==> src/rtl/core/stc_pkg.sv <==
// shared widths, limits, register indexes and mode bits of the speed to current block
`timescale 1ns / 1ps
`default_nettype none

package stc_pkg;

    // field widths
    localparam int unsigned COUNT_W    = 16;
    localparam int unsigned TEETH_W    = 16;
    localparam int unsigned SPEED_W    = 24;
    localparam int unsigned CODE_W     = 16;
    localparam int unsigned MODE_W     = 5;
    localparam int unsigned CFG_IDX_W  = 3;
    localparam int unsigned CFG_DATA_W = 24;

    // frequency window and speed scaling
    localparam int unsigned FREQ_LOW_LIMIT     = 60;
    localparam int unsigned FREQ_HIGH_LIMIT    = 20000;
    localparam int unsigned SECONDS_PER_MINUTE = 60;
    localparam int unsigned WINDOW_FACTOR      = 2;

    localparam int unsigned COUNT_MAX = (2 ** COUNT_W) - 1;
    localparam int unsigned FREQ_W    = $clog2(COUNT_MAX * WINDOW_FACTOR + 1);
    localparam int unsigned NUM_W     =
        $clog2(COUNT_MAX * WINDOW_FACTOR * SECONDS_PER_MINUTE + 1);

    // shared divider: dividend wide enough for the speed numerator and the code scale
    localparam int unsigned DIV_W  = (NUM_W > CODE_W) ? NUM_W : CODE_W;
    localparam int unsigned CNT_W  = $clog2(DIV_W + 1);
    localparam int unsigned PROD_W = SPEED_W + CODE_W;

    localparam int unsigned SPEED_MAX = (2 ** SPEED_W) - 1;
    localparam int unsigned CODE_MAX  = (2 ** CODE_W) - 1;

    // reset values of the setup registers
    localparam int unsigned TEETH_RESET     = 1;
    localparam int unsigned MAX_SPEED_RESET = 1000;

    // setup register indexes
    localparam logic [CFG_IDX_W-1:0] REG_TEETH     = 3'd0;
    localparam logic [CFG_IDX_W-1:0] REG_R1_ON     = 3'd1;
    localparam logic [CFG_IDX_W-1:0] REG_R1_OFF    = 3'd2;
    localparam logic [CFG_IDX_W-1:0] REG_R2_ON     = 3'd3;
    localparam logic [CFG_IDX_W-1:0] REG_R2_OFF    = 3'd4;
    localparam logic [CFG_IDX_W-1:0] REG_MIN_SPEED = 3'd5;
    localparam logic [CFG_IDX_W-1:0] REG_MAX_SPEED = 3'd6;
    localparam logic [CFG_IDX_W-1:0] REG_MODE      = 3'd7;

    // mode bit positions
    localparam int unsigned MODE_R1_EN    = 0;
    localparam int unsigned MODE_R1_LATCH = 1;
    localparam int unsigned MODE_R2_EN    = 2;
    localparam int unsigned MODE_R2_LATCH = 3;
    localparam int unsigned MODE_VOLTAGE  = 4;

endpackage

`default_nettype wire

==> src/rtl/core/stc_div.sv <==
// shared restoring divider, one quotient bit per cycle
`timescale 1ns / 1ps
`default_nettype none

module stc_div (
    input  wire logic                        i_clk,
    input  wire logic                        i_rst_n,
    input  wire logic                        i_start,
    input  wire logic [stc_pkg::DIV_W-1:0]   i_dividend,
    input  wire logic [stc_pkg::SPEED_W-1:0] i_divisor,
    output logic [stc_pkg::DIV_W-1:0]        o_quot,
    output logic                             o_done
);
    import stc_pkg::*;

    logic                r_busy;
    logic                r_done;
    logic [CNT_W-1:0]    r_cnt;
    logic [DIV_W-1:0]    r_dvd;
    logic [SPEED_W-1:0]  r_rem;
    logic [SPEED_W-1:0]  r_dvs;

    logic [SPEED_W:0]    w_trial;
    logic                w_ge;
    logic [SPEED_W-1:0]  n_rem;
    logic [DIV_W-1:0]    n_dvd;

    // trial subtract of the shifted remainder
    always_comb begin
        w_trial = {r_rem, r_dvd[DIV_W-1]};
        w_ge    = (w_trial >= {1'b0, r_dvs});
        if (w_ge) begin
            n_rem = SPEED_W'(w_trial - {1'b0, r_dvs});
        end else begin
            n_rem = w_trial[SPEED_W-1:0];
        end
        n_dvd = {r_dvd[DIV_W-2:0], w_ge};
    end

    // control: step counter, busy and done
    always_ff @(posedge i_clk) begin
        if (!i_rst_n) begin
            r_busy <= 1'b0;
            r_done <= 1'b0;
            r_cnt  <= '0;
        end else begin
            r_done <= 1'b0;
            if (i_start) begin
                r_busy <= 1'b1;
                r_cnt  <= CNT_W'(DIV_W);
            end else if (r_busy) begin
                r_cnt <= r_cnt - 1'b1;
                if (r_cnt == CNT_W'(1)) begin
                    r_busy <= 1'b0;
                    r_done <= 1'b1;
                end
            end
        end
    end

    // datapath: dividend shifts out, quotient bits shift in
    always_ff @(posedge i_clk) begin
        if (i_start) begin
            r_dvd <= i_dividend;
            r_rem <= '0;
            r_dvs <= i_divisor;
        end else if (r_busy) begin
            r_dvd <= n_dvd;
            r_rem <= n_rem;
        end
    end

    assign o_quot = r_dvd;
    assign o_done = r_done;

    // checks
    a_start_busy : assert property (@(posedge i_clk) disable iff (!i_rst_n)
        i_start |=> r_busy)
        else $error("divider did not start");
    a_done_idle : assert property (@(posedge i_clk) disable iff (!i_rst_n)
        r_done |-> !r_busy)
        else $error("divider done while busy");
    // a zero divisor leaves the remainder unbounded, its result is not used
    a_rem_below : assert property (@(posedge i_clk) disable iff (!i_rst_n)
        (r_busy && (r_dvs != '0)) |-> (r_rem < r_dvs))
        else $error("divider remainder out of range");

endmodule

`default_nettype wire

==> src/rtl/core/stc_relay.sv <==
// one speed relay with enable, auto reset and latch behavior
`timescale 1ns / 1ps
`default_nettype none

module stc_relay (
    input  wire logic                        i_clk,
    input  wire logic                        i_rst_n,
    input  wire logic                        i_update,
    input  wire logic                        i_enable,
    input  wire logic                        i_latch,
    input  wire logic [stc_pkg::SPEED_W-1:0] i_speed,
    input  wire logic [stc_pkg::SPEED_W-1:0] i_on_speed,
    input  wire logic [stc_pkg::SPEED_W-1:0] i_off_speed,
    output logic                             o_closed
);
    import stc_pkg::*;

    logic r_closed;
    logic n_closed;

    // close at or above on, open at or below off unless latched
    always_comb begin
        n_closed = r_closed;
        if (i_update && i_enable) begin
            if (i_speed >= i_on_speed) begin
                n_closed = 1'b1;
            end
            if (!i_latch && (i_speed <= i_off_speed)) begin
                n_closed = 1'b0;
            end
        end
    end

    always_ff @(posedge i_clk) begin
        if (!i_rst_n) begin
            r_closed <= 1'b0;
        end else begin
            r_closed <= n_closed;
        end
    end

    assign o_closed = r_closed;

endmodule

`default_nettype wire

==> src/rtl/core/speed_to_current_with_relay_trips.sv <==
// speed to current converter top: setup registers, sequencer, multiplier, output register
// flow: two divisions on the shared divider (speed, then the code scale), then a
//   multiply state and a clamp state before o_valid
// no new word until the last result is accepted; o_ready is high only while idle
// reset: synchronous active low; relays open, teeth_count 1, max_speed 1000, other setup 0
// setup writes are taken on every cycle (o_cfg_ready stays high)
`timescale 1ns / 1ps
`default_nettype none

module speed_to_current_with_relay_trips (
    input  wire logic                           i_clk,
    input  wire logic                           i_rst_n,
    // setup write channel
    input  wire logic                           i_cfg_valid,
    output logic                                o_cfg_ready,
    input  wire logic [stc_pkg::CFG_IDX_W-1:0]  i_cfg_index,
    input  wire logic [stc_pkg::CFG_DATA_W-1:0] i_cfg_data,
    // input channel
    input  wire logic                           i_valid,
    output logic                                o_ready,
    input  wire logic [stc_pkg::COUNT_W-1:0]    i_pulse_count,
    // output channel
    output logic                                o_valid,
    input  wire logic                           i_ready,
    output logic [stc_pkg::SPEED_W-1:0]         o_speed,
    output logic                                o_relay1_closed,
    output logic                                o_relay2_closed,
    output logic [stc_pkg::CODE_W-1:0]          o_current_code,
    output logic                                o_current_valid
);
    import stc_pkg::*;

    // sequencer states
    localparam logic [2:0] S_IDLE   = 3'd0;
    localparam logic [2:0] S_SPD_GO = 3'd1;
    localparam logic [2:0] S_SPD    = 3'd2;
    localparam logic [2:0] S_SCL_GO = 3'd3;
    localparam logic [2:0] S_SCL    = 3'd4;
    localparam logic [2:0] S_MUL    = 3'd5;
    localparam logic [2:0] S_CLAMP  = 3'd6;
    localparam logic [2:0] S_OUT    = 3'd7;

    // setup registers
    logic [TEETH_W-1:0] r_teeth;
    logic [SPEED_W-1:0] r_r1_on;
    logic [SPEED_W-1:0] r_r1_off;
    logic [SPEED_W-1:0] r_r2_on;
    logic [SPEED_W-1:0] r_r2_off;
    logic [SPEED_W-1:0] r_min;
    logic [SPEED_W-1:0] r_max;
    logic [MODE_W-1:0]  r_mode;

    // sequencer and datapath registers
    logic [2:0]         r_state;
    logic [2:0]         n_state;
    logic [NUM_W-1:0]   r_num;
    logic [SPEED_W-1:0] r_speed;
    logic [CODE_W-1:0]  r_scale;
    logic [PROD_W-1:0]  r_prod;
    logic               r_code_en;
    logic               r_out_valid;
    logic [SPEED_W-1:0] r_out_speed;
    logic [CODE_W-1:0]  r_out_code;
    logic               r_out_cur;

    logic [FREQ_W-1:0]  w_freq;
    logic               w_freq_ok;
    logic [NUM_W-1:0]   w_num;
    logic               w_in_acc;
    logic               w_out_acc;
    logic               w_div_start;
    logic [DIV_W-1:0]   w_div_dvd;
    logic [SPEED_W-1:0] w_div_dvs;
    logic [DIV_W-1:0]   w_quot;
    logic               w_div_done;
    logic [SPEED_W-1:0] w_span;
    logic [SPEED_W-1:0] w_speed_sat;
    logic               w_relay_upd;
    logic               w_r1_closed;
    logic               w_r2_closed;

    assign o_cfg_ready = 1'b1;
    assign o_ready     = (r_state == S_IDLE);
    assign w_in_acc    = i_valid && o_ready;
    assign w_out_acc   = r_out_valid && i_ready;

    // setup register writes
    always_ff @(posedge i_clk) begin
        if (!i_rst_n) begin
            r_teeth  <= TEETH_W'(TEETH_RESET);
            r_r1_on  <= '0;
            r_r1_off <= '0;
            r_r2_on  <= '0;
            r_r2_off <= '0;
            r_min    <= '0;
            r_max    <= SPEED_W'(MAX_SPEED_RESET);
            r_mode   <= '0;
        end else if (i_cfg_valid && o_cfg_ready) begin
            case (i_cfg_index)
                REG_TEETH:     r_teeth  <= i_cfg_data[TEETH_W-1:0];
                REG_R1_ON:     r_r1_on  <= i_cfg_data[SPEED_W-1:0];
                REG_R1_OFF:    r_r1_off <= i_cfg_data[SPEED_W-1:0];
                REG_R2_ON:     r_r2_on  <= i_cfg_data[SPEED_W-1:0];
                REG_R2_OFF:    r_r2_off <= i_cfg_data[SPEED_W-1:0];
                REG_MIN_SPEED: r_min    <= i_cfg_data[SPEED_W-1:0];
                REG_MAX_SPEED: r_max    <= i_cfg_data[SPEED_W-1:0];
                REG_MODE:      r_mode   <= i_cfg_data[MODE_W-1:0];
                default: begin
                end
            endcase
        end
    end

    // frequency window and speed numerator
    always_comb begin
        w_freq    = FREQ_W'(FREQ_W'(i_pulse_count) * FREQ_W'(WINDOW_FACTOR));
        w_freq_ok = (32'(w_freq) > FREQ_LOW_LIMIT) && (32'(w_freq) < FREQ_HIGH_LIMIT);
        if (w_freq_ok) begin
            w_num = NUM_W'(NUM_W'(w_freq) * NUM_W'(SECONDS_PER_MINUTE));
        end else begin
            w_num = '0;
        end
    end

    // divider operands: speed division first, then the code scale
    assign w_span      = r_max - r_min;
    assign w_div_start = (r_state == S_SPD_GO) || (r_state == S_SCL_GO);
    assign w_div_dvd   = (r_state == S_SPD_GO) ? DIV_W'(r_num) : DIV_W'(CODE_MAX);
    assign w_div_dvs   = (r_state == S_SPD_GO) ? SPEED_W'(r_teeth) : w_span;

    stc_div u_div (
        .i_clk      (i_clk),
        .i_rst_n    (i_rst_n),
        .i_start    (w_div_start),
        .i_dividend (w_div_dvd),
        .i_divisor  (w_div_dvs),
        .o_quot     (w_quot),
        .o_done     (w_div_done)
    );

    // speed saturation, zero teeth gives zero
    always_comb begin
        if (r_teeth == '0) begin
            w_speed_sat = '0;
        end else if (33'(w_quot) > 33'(SPEED_MAX)) begin
            w_speed_sat = SPEED_W'(SPEED_MAX);
        end else begin
            w_speed_sat = SPEED_W'(w_quot);
        end
    end

    // relays update once per word, after the speed is known
    assign w_relay_upd = (r_state == S_SCL_GO);

    stc_relay u_relay1 (
        .i_clk       (i_clk),
        .i_rst_n     (i_rst_n),
        .i_update    (w_relay_upd),
        .i_enable    (r_mode[MODE_R1_EN]),
        .i_latch     (r_mode[MODE_R1_LATCH]),
        .i_speed     (r_speed),
        .i_on_speed  (r_r1_on),
        .i_off_speed (r_r1_off),
        .o_closed    (w_r1_closed)
    );

    stc_relay u_relay2 (
        .i_clk       (i_clk),
        .i_rst_n     (i_rst_n),
        .i_update    (w_relay_upd),
        .i_enable    (r_mode[MODE_R2_EN]),
        .i_latch     (r_mode[MODE_R2_LATCH]),
        .i_speed     (r_speed),
        .i_on_speed  (r_r2_on),
        .i_off_speed (r_r2_off),
        .o_closed    (w_r2_closed)
    );

    // sequencer next state
    always_comb begin
        n_state = r_state;
        case (r_state)
            S_IDLE:   if (w_in_acc) n_state = S_SPD_GO;
            S_SPD_GO: n_state = S_SPD;
            S_SPD:    if (w_div_done) n_state = S_SCL_GO;
            S_SCL_GO: n_state = S_SCL;
            S_SCL:    if (w_div_done) n_state = S_MUL;
            S_MUL:    n_state = S_CLAMP;
            S_CLAMP:  n_state = S_OUT;
            S_OUT:    if (w_out_acc) n_state = S_IDLE;
            default:  n_state = S_IDLE;
        endcase
    end

    // control registers
    always_ff @(posedge i_clk) begin
        if (!i_rst_n) begin
            r_state     <= S_IDLE;
            r_out_valid <= 1'b0;
        end else begin
            r_state <= n_state;
            if (r_state == S_CLAMP) begin
                r_out_valid <= 1'b1;
            end else if (w_out_acc) begin
                r_out_valid <= 1'b0;
            end
        end
    end

    // datapath registers
    always_ff @(posedge i_clk) begin
        if (w_in_acc) begin
            r_num <= w_num;
        end
        if ((r_state == S_SPD) && w_div_done) begin
            r_speed <= w_speed_sat;
        end
        if ((r_state == S_SCL) && w_div_done) begin
            r_scale <= w_quot[CODE_W-1:0];
        end
        if (r_state == S_MUL) begin
            r_prod    <= PROD_W'(r_speed - r_min) * PROD_W'(r_scale);
            r_code_en <= !r_mode[MODE_VOLTAGE] && (r_max > r_min) && (r_speed > r_min);
        end
        if (r_state == S_CLAMP) begin
            r_out_speed <= r_speed;
            r_out_cur   <= !r_mode[MODE_VOLTAGE];
            if (!r_code_en) begin
                r_out_code <= '0;
            end else if (r_prod > PROD_W'(CODE_MAX)) begin
                r_out_code <= CODE_W'(CODE_MAX);
            end else begin
                r_out_code <= r_prod[CODE_W-1:0];
            end
        end
    end

    assign o_valid         = r_out_valid;
    assign o_speed         = r_out_speed;
    assign o_relay1_closed = w_r1_closed;
    assign o_relay2_closed = w_r2_closed;
    assign o_current_code  = r_out_code;
    assign o_current_valid = r_out_cur;

    // checks
    a_valid_state : assert property (@(posedge i_clk) disable iff (!i_rst_n)
        o_valid |-> (r_state == S_OUT))
        else $error("result word shown outside output state");
    a_accept_go : assert property (@(posedge i_clk) disable iff (!i_rst_n)
        w_in_acc |=> (r_state == S_SPD_GO))
        else $error("accepted word did not start the speed division");
    a_voltage_code : assert property (@(posedge i_clk) disable iff (!i_rst_n)
        (o_valid && !o_current_valid) |-> (o_current_code == '0))
        else $error("nonzero code in voltage mode");
    a_done_wait : assert property (@(posedge i_clk) disable iff (!i_rst_n)
        w_div_done |-> ((r_state == S_SPD) || (r_state == S_SCL)))
        else $error("divider finished with no division pending");

endmodule

`default_nettype wire

==> config.mk <==
export PLATFORM = sky130hd
export DESIGN_NAME = speed_to_current_with_relay_trips
export DESIGN_NICKNAME = d
export VERILOG_FILES = /design/src/rtl/core/stc_pkg.sv /design/src/rtl/core/stc_div.sv /design/src/rtl/core/stc_relay.sv /design/src/rtl/core/speed_to_current_with_relay_trips.sv
export SDC_FILE = /design/constraint.sdc
export NUM_CORES = 2
export LEC_CHECK = 0
export BUFFER_PORTS_ARGS = -buffer_cell sky130_fd_sc_hd__buf_2
export CAP_MARGIN = 20
export CORE_AREA = 4 4 261 263
export DETAILED_ROUTE_END_ITERATION = 10
export DIE_AREA = 0 0 265 267
export HOLD_SLACK_MARGIN = 0.12
export PLACE_DENSITY = 0.71
export SLEW_MARGIN = 10
export SYNTH_ARGS = -nofsm -noshare
export SYNTH_HDL_FRONTEND = slang
export SYNTH_SLANG_ARGS = --single-unit
==> constraint.sdc <==
create_clock -name i_clk -period 9.9 [get_ports i_clk]
set_input_delay 2.475 -clock i_clk [delete_from_list [all_inputs] [get_ports i_clk]]
set_output_delay 2.475 -clock i_clk [all_outputs]
set_load 0.005 [all_outputs]
* Yosys cells after proc, flatten, opt, wreduce, memory -nomap -nowiden *
Index checks and enable logic that the tools add are counted.

storage, ports and cells
  register bits = 394
  bits of input ports = 48
  output and inout port bits = 46
  logic and storage cells = 125

operators by class
  add/sub/neg operators = 4
  multipliers = 2
  order comparisons = 10
  eq/ne operators = 19
  muxes and demuxes = 23
  bitwise operators = 2
  reductions and logical operators = 35

operator list
  cell                                                  count
  two-way mux 23 bit                                    3
  greater-or-equal comparator 24 bit                    2
  > comparator 24 bit                                   2
  less-or-equal comparator 24 bit                       2
  subtractor 24 bit                                     2
  > comparator 40 x 16 -> 1 bit, second input constant  1
  multiplier 25 x 17 -> 40 bit                          1
  two-way mux 16 bit                                    2
  greater-or-equal comparator 25 x 24 -> 1 bit          1
  subtractor 24 x 24 -> 25 bit                          1
  == test 3 bit, second input constant                  8
  two-way mux 24 bit                                    1
  case mux 3 bit (8 select lines)                       1
  multiplier 16 x 4 -> 20 bit, second input constant    1
  AND reduction 2 bit                                   10
  > comparator 17 x 6 -> 1 bit, second input constant   1
  < comparator 17 x 15 -> 1 bit, second input constant  1
  zero test 16 bit                                      1
  == test 3 x 2 -> 1 bit, second input constant         4
  two-way mux 3 bit                                     4
  logical AND 1 bit                                     11
  two-way mux 1 bit                                     10
  two-way mux 5 bit                                     2
  nonzero test 2 bit                                    4
  other kinds (12)                                      19

* Logic depth before layout (Yosys ltp) *
  depth after elaboration = 4
  mapped depth = 34
  depth with buffers taken out = 33

* By module *
From an unflattened synthesis, not the netlist that was laid out.

unflattened totals
  cells, all modules = 3,903
  area, all modules = 36,274.8 um2

modules (own cells, without submodules)
  module                             times used  cells an instance  area an instance (um2)  sequential area each (um2)
  speed_to_current_with_relay_trips  1           3,153              29,470.8                7,587.3
  stc_div                            1           406                4,291.6                 2,031.9
  stc_relay                          2           172                1,256.2                 20.0

* Worst setup path before layout *
OpenSTA, ideal clock, no wires.

  path kind = register to register
  from = reg r_speed[5]
  to = reg r_prod[39] (data pin)
  library setup time = 0.258 ns
  data arrival time = 7.952 ns
  required time = 9.642 ns
  slack = 1.690 ns
  stages on the path, launching flop included = 31
  path buffers = 1
  path through = edfxtp_1 -> ha_1 -> or4_4 -> o21ai_2 -> a21oi_2 -> a21o_1 -> a21o_1 -> a21o_1 -> a21oi_1 -> xnor2_1 -> clkbuf_1 -> nand2_1 -> fa_1 -> fa_1 -> fa_1 -> fa_1 -> inv_1 -> fa_1 -> inv_1 -> fa_1 -> inv_1 -> ha_1 -> a21o_1 -> a21o_1 -> a221oi_1 -> o31ai_1 -> nor3_1 -> o31ai_1 -> a22o_1 -> o41a_1 -> xnor2_1

on the way
  word-level cells in the longest chain between the ends = 2

ends and longest elaborated chain
  what                          line                                      RTL
  from (decl)                   speed_to_current_with_relay_trips.sv:57   logic [SPEED_W-1:0] r_speed;
  from (signal assigned)        speed_to_current_with_relay_trips.sv:216  r_speed <= w_speed_sat;
  subtractor 24 x 24 -> 25 bit  speed_to_current_with_relay_trips.sv:222  r_prod <= PROD_W'(r_speed - r_min) * PROD_W'(r_scale);
  multiplier 25 x 17 -> 40 bit  speed_to_current_with_relay_trips.sv:222
  to (signal assigned)          speed_to_current_with_relay_trips.sv:222
  to (decl)                     speed_to_current_with_relay_trips.sv:59   logic [PROD_W-1:0] r_prod;

Every way passes these cells.
A chain may end at the register's enable or synchronous reset.

* Worst setup path after layout *
  from = reg r_speed[0]
  to = reg r_prod[30] (data pin)

The elaborated chain is that of the path after synthesis.

==> run metrics <==
launching element type of the critical path=flip-flop; setup_tns=0 ns; RSZ-0062 raised after global routing=false; #FFs+latches synth=389; main flop type after synthesis=dfxtp_1; Final Util=59.5%; Peak VDD IR=158 uV; Area Growth Syn to Fin=8.32%; Die W=265 um; Fmax=111 MHz; routed length per placed instance=18.4 um; ant diodes=0; DRC Markers=0; first-pass iteration count of the detailed router=7; Tot GR Track Use=25.6%; vias in the first global route=27200; share of post-route cells with drive strength above 1=6.18%; mapped cell area=36000 um^2; vias per std cell=5.52; clk sinks=389; Crit-path slowest cell=fa_1; status=complete, no violations; cts bufs inserted=45; die height=267 um; Starting Density=54.9%; I/O Buffers=91; PwrDens=192 nW/um^2; first-pass GRT wire length=146000 um; first-iteration detailed-routing DRC count=2057; H-tree depth=2; cell repeated most along the worst path=fa_1; Slew Viols, Final=0; crit end category=flip-flop; postcts setup bufs=0; Final Hold Vio Count=0; CTS Hold Bufs=0; initial antenna violation count=0; PostCTS Resize Cnt=0; yosys warns=0; Mapped Cells=3927; WP data required=10.27 ns; clk root buf=clkbuf_16; fin crit period=8.98 ns; Worst Path Max Fanout=16; HPWL after DPL=66900 um; average size of a mapped cell=9.17 um^2; post-route ant nets=0; fraction of registers with async set/reset=0%; Max Cap Violations=0; Routed WL=89700 um; GRT Residual Overflow=0; synth unique cells=71; clock-pin slew on the worst setup and hold paths=0.06 ns; register area share after synthesis=26.8%; largest net degree at the start of global routing=94; slowest stage delay, CP=0.56 ns; Final WS setup=0.918 ns; crit path DAT=9.35 ns; die area=70800 um^2; via count=26900; final net count=4736; Longest Clk Path Bufs=3; Setup Skew=0.0450 ns; clock latency on the worst-skew pair=0.61 ns; final worst path period share=90.7%; num ports=94; Power, Total=7.51 mW; Worst Max-Slew Pin Slew=1.10 ns; Place WS=1.03 ns; post-synth net total=4687; endpoints failing setup=0; Post-synth EDFFs=187; Crit Path Category=flip-flop to flip-flop; gpl congestion=0.908; row count=94; Slew HR=26.5%; Worst Hold Class=flip-flop to flip-flop; Leakage=17.2 nW; CTS tree=done; CORE AREA=65600 um^2
-- report_power, final --
group	switching, mW	internal [mW]	total (mW)
clock network	0.718	0.966	1.68
logic	2.19	1.65	3.84
registers	0.0451	1.94	1.99
-- cell usage after synthesis (all sizes together), types with 46 or more instances --
master	n	area share, %
fa	411	23
nor2b	50	0.87
nor2	122	1.3
and2	198	3.4
a21oi	123	1.7
a21boi	163	3.4
edfxtp	187	16
o21ai	118	1.6
dfxtp	202	11
nand3	46	0.64
clkbuf	139	1.4
ha	301	10
nand2	644	6.7
inv	663	6.9
a21o	67	1.4
xnor2	87	2.1
-- flip-flops by register name, summed over array words and instances (netlist names), 3 cells and up --
| register | count |
|---|---|
| o_current_code | 16 |
| o_speed | 23 |
| r_max | 24 |
| r_min | 24 |
| r_mode | 5 |
| r_num | 20 |
| r_prod | 40 |
| r_r1_off | 24 |
| r_r1_on | 24 |
| r_r2_off | 24 |
| r_r2_on | 24 |
| r_scale | 16 |
| r_speed | 23 |
| r_state | 3 |
| r_teeth | 16 |
| u_div.o_quot | 23 |
| u_div.r_cnt | 5 |
| u_div.r_dvs | 24 |
| u_div.r_rem | 24 |
-- layout by cell type (no fill, tap or decap), types with 6 or more instances in the layout --
cell,instances
a211o_1,10
a211oi_1,12
a21boi_0,162
a21o_1,67
a21oi_1,121
a31o_2,7
a31oi_1,15
and2_1,197
and3_1,22
and4_1,6
buf_2,90
buf_4,53
clkbuf_1,10
clkbuf_16,45
clkinv_2,9
dfxtp_1,202
edfxtp_1,187
fa_1,411
ha_1,301
inv_1,662
mux2i_1,25
nand2_1,644
nand2b_1,32
nand3_1,46
nand3b_1,10
nand4_1,29
nor2_1,120
nor2b_1,50
nor3_1,35
nor4_1,15
o211ai_1,10
o21a_1,39
o21ai_0,117
o21bai_1,14
o31ai_1,7
or3_1,7
xnor2_1,85
xor2_1,33
-- per-stage QoR --
| step | std cells | area [um^2] | hold WS, ns |
|---|---|---|---|
| global route | 4877 | 39000 | 0.480 |
| finish | 4877 | 39000 | 0.461 |
| floorplan | 3927 | 36000 | 0.426 |
| detailed placement | 4787 | 37400 | 0.442 |
| CTS | 4871 | 38900 | 0.456 |
| global placement | 4786 | 37400 | 0.427 |
-- final cells by class --
cell class                      count  area, um^2
Clock buffer                       60        1230
Clock inverter                     24         267
Fill cell                        5713       26600
Inverter                          663        2490
Multi-Input combinational cell   2727       23400
Sequential cell                   389        9660
Tap cell                          864        1080
Timing Repair Buffer              150         946
-- worst paths after layout --
kind	end	slack, ns	startpoint	depth (start not counted)
min	u_div.r_rem[23]	0.46	u_div.r_rem[23]	2
max reg2reg	r_prod[30]	0.92	r_speed[0]	31
max	r_prod[30]	0.92	r_speed[0]	31
min reg2reg	u_div.r_rem[23]	0.46	u_div.r_rem[23]	2
-- logic make-up after synthesis --
logic type	after synthesis	share of synthesized area [%]
AOI/OAI and AO/OA	629	11.7
muxes	26	0.726
DFF	389	26.8
adders and majority gates	712	33.3
and+or+nand+nor	1238	16.1
buffers and inverters	811	8.50
other	2	0.0208
xor gates and xnor gates	120	2.92
-- worst max-delay path: cells and delay by family, from the launching register on --
family	cells	cell delay, ns
adders and majority gates	9	3.75
DFF	1	0.39
xor gates and xnor gates	1	0.14
AOI/OAI and AO/OA	13	3.54
buffers and inverters	6	0.65
and+or+nand+nor	2	0.25
-- routing by layer --
| metal | GRT usage, % | vias to the layer above | wire length, um |
|---|---|---|---|
| met2 | 42.8 | 881 | 42000 |
| li1 | - | 12700 | - |
| met1 | 35.1 | 13200 | 39000 |
| met4 | 6.81 | 0 | 2340 |
| met3 | 4.15 | 165 | 6360 |
| met5 | 0 | - | 0 |
(Power assumes the default switching activity.)
